<file path="config.mk">
export PLATFORM = sky130hd
export DESIGN_NAME = adb_message_deframer_unit_flat
export DESIGN_NICKNAME = d
export VERILOG_FILES = /design/src/hdl/adb_pkg.sv /design/src/hdl/adb_chan_if.sv /design/src/hdl/adb_parse_core.sv /design/src/hdl/adb_message_deframer_unit.sv /design/src/flat_wrapper.sv
export SDC_FILE = /design/constraint.sdc
export NUM_CORES = 1
export LEC_CHECK = 0
export ABC_AREA = 1
export BUFFER_PORTS_ARGS = -buffer_cell sky130_fd_sc_hd__buf_2
export CORE_UTILIZATION = 50
export CTS_CLUSTER_SIZE = 28
export DETAILED_ROUTE_END_ITERATION = 8
export GPL_TIMING_DRIVEN = 1
export PLACE_DENSITY_LB_ADDON = 0.25
export SETUP_SLACK_MARGIN = 0.02
export SYNTH_ARGS = -nofsm -noshare
export SYNTH_HDL_FRONTEND = slang
export SYNTH_SLANG_ARGS = --single-unit
</file>
<file path="constraint.sdc">
create_clock -name clk_i -period 6.02 [get_ports clk_i]
set_input_delay 1.204 -clock clk_i [delete_from_list [all_inputs] [get_ports clk_i]]
set_output_delay 1.204 -clock clk_i [all_outputs]
set_load 0.005 [all_outputs]
</file>
<file path="src/hdl/adb_pkg.sv">
// Package: word types, command codes and result codes for the ADB message deframer.
package adb_pkg;

  localparam int unsigned HdrBytes  = 24;
  localparam int unsigned LimitW    = 21;
  localparam int unsigned CountW    = 5;

  // Command words as they appear little-endian on the wire.
  localparam logic [31:0] CmdSync = 32'h434e5953;
  localparam logic [31:0] CmdCnxn = 32'h4e584e43;
  localparam logic [31:0] CmdOpen = 32'h4e45504f;
  localparam logic [31:0] CmdOkay = 32'h59414b4f;
  localparam logic [31:0] CmdClse = 32'h45534c43;
  localparam logic [31:0] CmdWrte = 32'h45545257;
  localparam logic [31:0] CmdAuth = 32'h48545541;
  localparam logic [31:0] CmdStls = 32'h534c5453;
  localparam logic [31:0] AllOnes = 32'hffffffff;

  localparam logic [3:0] ClsSync    = 4'd0;
  localparam logic [3:0] ClsCnxn    = 4'd1;
  localparam logic [3:0] ClsOpen    = 4'd2;
  localparam logic [3:0] ClsOkay    = 4'd3;
  localparam logic [3:0] ClsClse    = 4'd4;
  localparam logic [3:0] ClsWrte    = 4'd5;
  localparam logic [3:0] ClsAuth    = 4'd6;
  localparam logic [3:0] ClsStls    = 4'd7;
  localparam logic [3:0] ClsUnknown = 4'd8;

  localparam logic [1:0] StatusOk       = 2'd0;
  localparam logic [1:0] StatusBadMagic = 2'd1;
  localparam logic [1:0] StatusTooLong  = 2'd2;

  // Header word slots, selected by header byte count divided by four.
  localparam logic [2:0] SlotCommand = 3'd0;
  localparam logic [2:0] SlotArg0    = 3'd1;
  localparam logic [2:0] SlotArg1    = 3'd2;
  localparam logic [2:0] SlotLength  = 3'd3;
  localparam logic [2:0] SlotMagic   = 3'd5;

  localparam logic [CountW-1:0] HdrLast = CountW'(HdrBytes - 1);
  localparam logic [CountW-1:0] HdrDone = CountW'(HdrBytes);

  typedef struct packed {
    logic [7:0] stream_byte;
    logic       direction;
    logic       segment_end;
  } adb_in_t;

  typedef struct packed {
    logic              msg_direction;
    logic [1:0]        status;
    logic [3:0]        command_class;
    logic [31:0]       first_arg;
    logic [31:0]       second_arg;
    logic [LimitW-1:0] payload_length;
    logic [1:0]        auth_kind;
    logic              tls_done;
  } adb_res_t;

  function automatic logic [3:0] class_of(input logic [31:0] cmd);
    logic [3:0] cls;
    case (cmd)
      CmdSync: cls = ClsSync;
      CmdCnxn: cls = ClsCnxn;
      CmdOpen: cls = ClsOpen;
      CmdOkay: cls = ClsOkay;
      CmdClse: cls = ClsClse;
      CmdWrte: cls = ClsWrte;
      CmdAuth: cls = ClsAuth;
      CmdStls: cls = ClsStls;
      default: cls = ClsUnknown;
    endcase
    return cls;
  endfunction

endpackage

</file>
<file path="src/hdl/adb_chan_if.sv">
// Interface: valid/ready channel carrying one word of a packed payload type.
interface adb_chan_if #(
  parameter type payload_t = logic
);
  logic     valid;
  logic     ready;
  payload_t data;

  modport source (output valid, output data, input ready);
  modport sink   (input valid, input data, output ready);
endinterface

</file>
<file path="src/hdl/adb_parse_core.sv">
// Module: per-direction header gathering, checks, payload count and TLS handoff state.
module adb_parse_core (
  input  logic                     clk_i,
  input  logic                     rst_ni,
  input  logic                     fire_i,
  input  adb_pkg::adb_in_t         item_i,
  input  logic [adb_pkg::LimitW-1:0] buffer_limit_i,
  output logic                     res_valid_o,
  output adb_pkg::adb_res_t        res_o
);
  import adb_pkg::*;

  logic [CountW-1:0] hc_q   [2];
  logic [CountW-1:0] hc_d   [2];
  logic [LimitW-1:0] left_q [2];
  logic [LimitW-1:0] left_d [2];
  logic [31:0]       cmd_q  [2];
  logic [31:0]       cmd_d  [2];
  logic [31:0]       arg0_q [2];
  logic [31:0]       arg0_d [2];
  logic [31:0]       arg1_q [2];
  logic [31:0]       arg1_d [2];
  logic [31:0]       len_q  [2];
  logic [31:0]       len_d  [2];
  logic [31:0]       magic_q[2];
  logic [31:0]       magic_d[2];
  logic [1:0]        disc_q, disc_d;
  logic [1:0]        stls_q, stls_d;
  logic              tls_q, tls_d;
  logic              handed_q, handed_d;

  logic              dir;
  logic [LimitW-1:0] max_pay;
  logic [31:0]       magic_new;
  logic              emit_msg;

  assign dir = item_i.direction;
  assign max_pay = (buffer_limit_i >= LimitW'(HdrBytes)) ?
                   buffer_limit_i - LimitW'(HdrBytes) : '0;
  assign magic_new = {item_i.stream_byte, magic_q[dir][31:8]};

  always_comb begin
    hc_d     = hc_q;
    left_d   = left_q;
    cmd_d    = cmd_q;
    arg0_d   = arg0_q;
    arg1_d   = arg1_q;
    len_d    = len_q;
    magic_d  = magic_q;
    disc_d   = disc_q;
    stls_d   = stls_q;
    tls_d    = tls_q;
    handed_d = handed_q;
    emit_msg = 1'b0;
    res_valid_o = 1'b0;
    res_o = '0;
    res_o.msg_direction = dir;

    if (fire_i && !handed_q) begin
      if (disc_q[dir]) begin
        if (item_i.segment_end) begin
          disc_d[dir] = 1'b0;
        end
      end else if (hc_q[dir] < HdrDone) begin
        // Header bytes arrive least significant first, so each word shifts right.
        case (hc_q[dir][4:2])
          SlotCommand: cmd_d[dir]   = {item_i.stream_byte, cmd_q[dir][31:8]};
          SlotArg0:    arg0_d[dir]  = {item_i.stream_byte, arg0_q[dir][31:8]};
          SlotArg1:    arg1_d[dir]  = {item_i.stream_byte, arg1_q[dir][31:8]};
          SlotLength:  len_d[dir]   = {item_i.stream_byte, len_q[dir][31:8]};
          SlotMagic:   magic_d[dir] = magic_new;
          default: ;
        endcase
        hc_d[dir] = hc_q[dir] + CountW'(1);
        if (hc_q[dir] == HdrLast) begin
          if (magic_new != (cmd_q[dir] ^ AllOnes)) begin
            res_valid_o = 1'b1;
            res_o.status = StatusBadMagic;
            hc_d[dir] = '0;
            disc_d[dir] = !item_i.segment_end;
          end else if (len_q[dir] > {{(32-LimitW){1'b0}}, max_pay}) begin
            res_valid_o = 1'b1;
            res_o.status = StatusTooLong;
            hc_d[dir] = '0;
            disc_d[dir] = !item_i.segment_end;
          end else if (len_q[dir] == '0) begin
            emit_msg = 1'b1;
            hc_d[dir] = '0;
          end else begin
            left_d[dir] = len_q[dir][LimitW-1:0];
          end
        end
      end else begin
        if (left_q[dir] != '0) begin
          left_d[dir] = left_q[dir] - LimitW'(1);
        end
        if (left_q[dir] <= LimitW'(1)) begin
          emit_msg = 1'b1;
          hc_d[dir] = '0;
        end
      end

      if (emit_msg) begin
        if (cmd_q[dir] == CmdStls) begin
          stls_d[dir] = 1'b1;
          if (stls_q[!dir]) begin
            tls_d = 1'b1;
          end
        end
        res_valid_o = 1'b1;
        res_o.status = StatusOk;
        res_o.command_class = class_of(cmd_q[dir]);
        res_o.first_arg = arg0_q[dir];
        res_o.second_arg = arg1_q[dir];
        res_o.payload_length = len_q[dir][LimitW-1:0];
        if (cmd_q[dir] == CmdAuth && (arg0_q[dir] inside {[32'd1:32'd3]})) begin
          res_o.auth_kind = arg0_q[dir][1:0];
        end
      end
      res_o.tls_done = tls_d;

      if (item_i.segment_end && tls_d) begin
        handed_d = 1'b1;
      end
    end
  end

  always_ff @(posedge clk_i or negedge rst_ni) begin
    if (!rst_ni) begin
      hc_q     <= '{default: '0};
      left_q   <= '{default: '0};
      disc_q   <= '0;
      stls_q   <= '0;
      tls_q    <= 1'b0;
      handed_q <= 1'b0;
    end else begin
      hc_q     <= hc_d;
      left_q   <= left_d;
      disc_q   <= disc_d;
      stls_q   <= stls_d;
      tls_q    <= tls_d;
      handed_q <= handed_d;
    end
  end

  // Header words are fully rewritten before each use, so they carry no reset.
  always_ff @(posedge clk_i) begin
    cmd_q   <= cmd_d;
    arg0_q  <= arg0_d;
    arg1_q  <= arg1_d;
    len_q   <= len_d;
    magic_q <= magic_d;
  end

  a_handoff_sticky: assert property (@(posedge clk_i) disable iff (!rst_ni)
    handed_q |=> handed_q) else $error("handoff flag cleared");

  a_tls_sticky: assert property (@(posedge clk_i) disable iff (!rst_ni)
    tls_q |=> tls_q) else $error("TLS flag cleared");

  a_no_result_after_handoff: assert property (@(posedge clk_i) disable iff (!rst_ni)
    handed_q |-> !res_valid_o) else $error("result after handoff");

  a_count_range: assert property (@(posedge clk_i) disable iff (!rst_ni)
    (hc_q[0] <= HdrDone) && (hc_q[1] <= HdrDone)) else $error("header count overrun");

  a_tls_needs_both: assert property (@(posedge clk_i) disable iff (!rst_ni)
    tls_q |-> (stls_q == 2'b11)) else $error("TLS done without both STLS");

endmodule

</file>
<file path="src/hdl/adb_message_deframer_unit.sv">
// ADB message deframer: a byte stream in, one word per finished or failed message out.
//
// in_i carries one connection byte per word, tagged with the sending side and
// a mark on the last byte of a delivered segment. res_o carries one word per
// complete message (command class, arguments, length, auth type) or per header
// that fails the magic or length check. cfg_we_i/cfg_wdata_i write the
// reassembly buffer limit; write it only while the block is idle.
//
// A byte is taken into an input register, then processed against the
// per-direction parse state, and any result lands in the output register.
// One byte is accepted every cycle while no result is held up at the output;
// the parse state for each byte is computed combinationally and registered.
//
// Reset clears parse state (not header words) and sets the limit to 65536.
// When the receiver stalls with a result pending, one further byte waits in
// the input register and in_i.ready falls until the result is taken; bytes
// that give no result keep flowing while the output is idle. After both sides
// have sent STLS and a segment ends, every later byte is accepted and dropped.
module adb_message_deframer_unit (
  input  logic                       clk_i,
  input  logic                       rst_ni,
  input  logic                       cfg_we_i,
  input  logic [adb_pkg::LimitW-1:0] cfg_wdata_i,
  adb_chan_if.sink                   in_i,
  adb_chan_if.source                 res_o
);
  import adb_pkg::*;

  logic              lim_q;
  logic [LimitW-1:0] limit_q;
  logic              in_vld_q;
  adb_in_t           in_item_q;
  logic              res_vld_q;
  adb_res_t          res_q;
  logic              proc;
  logic              core_valid;
  adb_res_t          core_res;

  assign proc = in_vld_q && (!res_vld_q || res_o.ready);
  assign in_i.ready = !in_vld_q || proc;
  assign res_o.valid = res_vld_q;
  assign res_o.data = res_q;

  always_ff @(posedge clk_i or negedge rst_ni) begin
    if (!rst_ni) begin
      limit_q <= LimitW'(65536);
      lim_q   <= 1'b0;
    end else if (cfg_we_i) begin
      limit_q <= cfg_wdata_i;
      lim_q   <= 1'b1;
    end
  end

  always_ff @(posedge clk_i or negedge rst_ni) begin
    if (!rst_ni) begin
      in_vld_q  <= 1'b0;
      res_vld_q <= 1'b0;
    end else begin
      if (in_i.ready) begin
        in_vld_q <= in_i.valid;
      end
      if (proc) begin
        res_vld_q <= core_valid;
      end else if (res_o.ready) begin
        res_vld_q <= 1'b0;
      end
    end
  end

  always_ff @(posedge clk_i) begin
    if (in_i.valid && in_i.ready) begin
      in_item_q <= in_i.data;
    end
    if (proc && core_valid) begin
      res_q <= core_res;
    end
  end

  adb_parse_core u_core (
    .clk_i          (clk_i),
    .rst_ni         (rst_ni),
    .fire_i         (proc),
    .item_i         (in_item_q),
    .buffer_limit_i (limit_q),
    .res_valid_o    (core_valid),
    .res_o          (core_res)
  );

  // Once the limit has been written since reset, its write flag stays set.
  a_limit_written: assert property (@(posedge clk_i) disable iff (!rst_ni)
    lim_q |=> lim_q) else $error("limit write flag cleared");

  a_result_holds: assert property (@(posedge clk_i) disable iff (!rst_ni)
    (res_vld_q && !res_o.ready) |=> (res_vld_q && $stable(res_q)))
    else $error("pending result lost");

  a_ready_when_empty: assert property (@(posedge clk_i) disable iff (!rst_ni)
    !in_vld_q |-> in_i.ready) else $error("input stalled while empty");

endmodule

</file>
<file path="src/flat_wrapper.sv">
// flat-port wrapper written by rule: the top's interface ports become plain ports
module adb_message_deframer_unit_flat import adb_pkg::*;
  (clk_i, rst_ni, cfg_we_i, cfg_wdata_i, in_i_valid, in_i_data, in_i_ready, res_o_valid, res_o_data, res_o_ready);
  adb_chan_if #(.payload_t(adb_in_t)) in_i_i ();
  adb_chan_if #(.payload_t(adb_res_t)) res_o_i ();
  input  logic clk_i;
  input  logic rst_ni;
  input  logic cfg_we_i;
  input  logic [adb_pkg::LimitW-1:0] cfg_wdata_i;
  input wire logic [$bits(in_i_i.valid)-1:0] in_i_valid;
  input wire logic [$bits(in_i_i.data)-1:0] in_i_data;
  output wire logic [$bits(in_i_i.ready)-1:0] in_i_ready;
  output wire logic [$bits(res_o_i.valid)-1:0] res_o_valid;
  output wire logic [$bits(res_o_i.data)-1:0] res_o_data;
  input wire logic [$bits(res_o_i.ready)-1:0] res_o_ready;
  assign in_i_i.valid = in_i_valid;
  assign in_i_i.data = in_i_data;
  assign in_i_ready = in_i_i.ready;
  assign res_o_valid = res_o_i.valid;
  assign res_o_data = res_o_i.data;
  assign res_o_i.ready = res_o_ready;
  adb_message_deframer_unit u_core (.clk_i(clk_i), .rst_ni(rst_ni), .cfg_we_i(cfg_we_i), .cfg_wdata_i(cfg_wdata_i), .in_i(in_i_i), .res_o(res_o_i));
endmodule
</file>
==> flow_metrics.env <==
export IMPL_outcome="finished clean"
export IMPL_fin_nets=2499
export IMPL_clkLatencyLatePin_ps=600
export IMPL_hold_worst_slack_ps=448
export IMPL_ant_nets=0
export IMPL_fillers=3792
export IMPL_cts_root_buf="clkbuf_16"
export IMPL_setup_viol=0
export IMPL_internal_power_w=0.00564
export IMPL_slew_headroom_pct=29.5
export IMPL_crit_fanout=91
export IMPL_synth_top_area_cell="edfxtp_1"
export IMPL_crit_path_start_kind="register"
export IMPL_final_cell_mix="710 x nand2_1, 409 x edfxtp_1, 257 x inv_1, 211 x nor2_1, 131 x buf_2"
export IMPL_worstReg2RegEnd="u_core.res_o.data[2]"
export IMPL_ioPinCount=133
export IMPL_critPathKind="reg -> reg"
export IMPL_synth_cell_types=50
export IMPL_final_max_slew_viol_count=0
export IMPL_sw_frac_of_total_pct=21.9
export IMPL_grt_max_degree=121
export IMPL_core_region_area_um2=44500
export IMPL_crit_top_cell="nand2_1"
export IMPL_vias=16188
export IMPL_synth_area_um2=22700
export IMPL_ir_worst_vdd_v=0.000209
export IMPL_grt_pass1_wl_mm=82.7
export IMPL_antenna_found_initial=0
export IMPL_netSwitchingPower_w=0.00158
export IMPL_clkSinkCount=490
export IMPL_r2r_cells=26
export IMPL_gp_congestion=0.892
export IMPL_clk_pin_slew_ps=60
export IMPL_dieHeight_um=215
export IMPL_start_util_pct=51.1
export IMPL_drc=0
export IMPL_tritoncts="built"
export IMPL_crit_required_ps=6370
export IMPL_p_leak_nw=10.7
export IMPL_ys_ff_latch=490
export IMPL_seqPwrFrac_pct=51.3
export IMPL_fin_worst_skew_ps=14.1
export IMPL_rows=77
export IMPL_cts_resized_gates=0
export IMPL_dp_hpwl_mm=34.4
export IMPL_avgSynthCellArea_um2=9.80
export IMPL_endpoint_kind="register"
export IMPL_worstReg2RegStart="u_core.limit_q[3]"
export IMPL_wirelength_mm=52.4
export IMPL_htreeDepth=2
export IMPL_clockBufferDepth=3
export IMPL_insertedDiodeCount=0
export IMPL_r2r_slack_ps=970
export IMPL_ctsHoldBuffers=0
export IMPL_cp_slowest_cell="buf_4"
export IMPL_combPwrFrac_pct=5.5
export IMPL_rsz0062_at_grt="no"
export IMPL_yosysWarningCount=0
export IMPL_synth_edf_count=409
export IMPL_post_cts_buffers=0
export IMPL_syn_instance_count=2319
export IMPL_max_freq_mhz=198
export IMPL_min_period_over_period_pct=83.9
export IMPL_die_area_um2=46300
export IMPL_grt_pass1_vias=15356
export IMPL_first_pass_iters=6
export IMPL_grt_use_total_pct=22.7
export IMPL_cap_violations=0
export IMPL_min_to="u_core.u_core.stls_q[0]"
export IMPL_tightest_slew_ps=1060
export IMPL_synthFlopType="edfxtp_1"
export IMPL_portBuffers=132
export IMPL_ys_async_sr_fraction_pct=16.5
export IMPL_whs_path_depth=2
export IMPL_tns_ps=0
export IMPL_arrival_ps=5400
export IMPL_syn2layout_area_growth_pct=12.5
export IMPL_globalRouteOverflowTotal=0
export IMPL_period_needed_ps=5050
export IMPL_worstSetupStartpoint="u_core.limit_q[3]"
export IMPL_power_density_nw_per_um2=282
export IMPL_syn_nets=2380
export IMPL_hold_start="u_core.u_core.stls_q[0]"
export IMPL_p_clk_share_pct=43.2
export IMPL_hold_viol=0
export IMPL_ys_top_cells_by_area="edfxtp_1 54%, nand2_1 12%, dfrtp_1 8.8%"
export IMPL_drive_above_1_share_pct=13.0
export IMPL_ys_seq_area_share_pct=63.0
export IMPL_wl_per_cell_um=17.1
export IMPL_final_common_cell="nand2_1"
export IMPL_cts_buffers=50
export IMPL_hold_class="reg -> reg"
export IMPL_routed_via_density=5.27
export IMPL_netlist_area_leader_share_pct=54.0
export IMPL_cpPeakStageDelay_ps=810
export IMPL_dieWidth_um=215
export IMPL_drtIter0Drc=1393
worst max-delay path by stage:
| stage | end | slack (ps) | depth (start not counted) |
|---|---|---|---|
| 6_report | u_core.res_o.data[2] | 970 | 26 |
| 5_1_grt | u_core.res_o.data[1] | 440 | 26 |
| 4_1_cts | u_core.res_o.data[2] | 990 | 26 |
| 3_5_place_dp | u_core.res_o.data[2] | 1030 | 26 |
| 3_3_place_gp | u_core.res_o.data[2] | 1150 | 26 |
| 2_1_floorplan | u_core.res_o.data[0] | 280 | 27 |
state kept, by name (all words and copies together), names as in the netlist:
| register | count |
|---|---|
| u_core.u_core.tls_q | 1 |
| u_core.u_core.magic_q | 48 |
| u_core.u_core.handed_q | 1 |
| u_core.in_vld_q | 1 |
| u_core.u_core.disc_q | 2 |
| u_core.u_core.left_q | 42 |
| u_core.u_core.arg0_q | 64 |
| u_core.res_o.data | 95 |
| u_core.in_item_q | 10 |
| u_core.u_core.hc_q | 10 |
| u_core.u_core.cmd_q | 64 |
| u_core.res_o.valid | 1 |
| u_core.u_core.stls_q | 2 |
| u_core.u_core.len_q | 64 |
| u_core.limit_q | 21 |
| u_core.u_core.arg1_q | 64 |
per-layer routing:
layer,GRT usage [%],up-vias,part of all wire [%]
met5,0,-,0
met4,5.93,0,1.8
met2,35.9,531,46
met3,3.41,62,6.5
li1,-,7927,-
met1,32.7,7668,46
logic make-up (layout without fill, tap and decap cells):
family | Yosys count | in the layout | share of synthesized area [%]
XOR/XNOR | 19 | 19 | 0.732
flip-flops | 490 | 490 | 63.0
AO/OA/AOI/OAI | 221 | 221 | 5.37
AND/OR/NAND/NOR | 1195 | 1195 | 22.3
adder cells (fa/ha/maj) | 25 | 25 | 1.38
multiplexers | 14 | 14 | 0.650
buffers and inverters | 355 | 514 | 6.60
stage by stage:
stage          cell area (µm²)  power (W)  setup WS (ps)  cells  util [%]
5_1_grt                  25600    0.00747            443   3070      57.5
6_report                 25600    0.00722            967   3070      57.5
2_1_floorplan            22700    0.00404            277   2319         -
3_5_place_dp             23900    0.00416           1030   2978      53.7
3_3_place_gp             23900    0.00416           1150   2978      53.7
4_1_cts                  25600    0.00729            989   3070      57.5
power by group through the flow:
stage | logic, W | registers, W | clock network (W)
global placement | 0.000383 | 0.00377 | 0
detailed placement | 0.000391 | 0.00377 | 0
floorplan | 0.000279 | 0.00376 | 0
CTS | 0.000395 | 0.00370 | 0.00319
global route | 0.000447 | 0.00370 | 0.00332
finish | 0.000395 | 0.00370 | 0.00312
worst max-delay path, delay by kind of cell (launching register included):
| kind | cells | cell delay [ps] |
|---|---|---|
| DFF | 1 | 400 |
| and+or+nand+nor | 19 | 2710 |
| AOI/OAI and AO/OA | 2 | 130 |
| adders and majority gates | 2 | 400 |
| buffers and inverters | 3 | 1120 |
cells in the mapped netlist, types with 14 or more instances:
library cell / instances
edfxtp_1: 409
ha_1: 25
inv_1: 257
clkbuf_1: 37
buf_6: 14
dfrtp_1: 80
or2_2: 52
nor3_1: 31
o22ai_1: 18
nand4_1: 69
buf_2: 29
a21oi_1: 28
o21ai_1: 36
nand3_1: 71
o21ai_0: 104
nor2_1: 213
nand2_1: 711
xor2_1: 14
cell type report:
type	count	area [µm²]	area share [%]
Clock buffer	68	1350	5.27
Clock inverter	24	308	1.20
Inverter	265	1000	3.91
Multi-Input combinational cell	1474	6980	27.3
Sequential cell	490	14300	55.9
Tap cell	592	741	2.90
Timing Repair Buffer	157	888	3.47
Power figures use the tool's default switching activity.
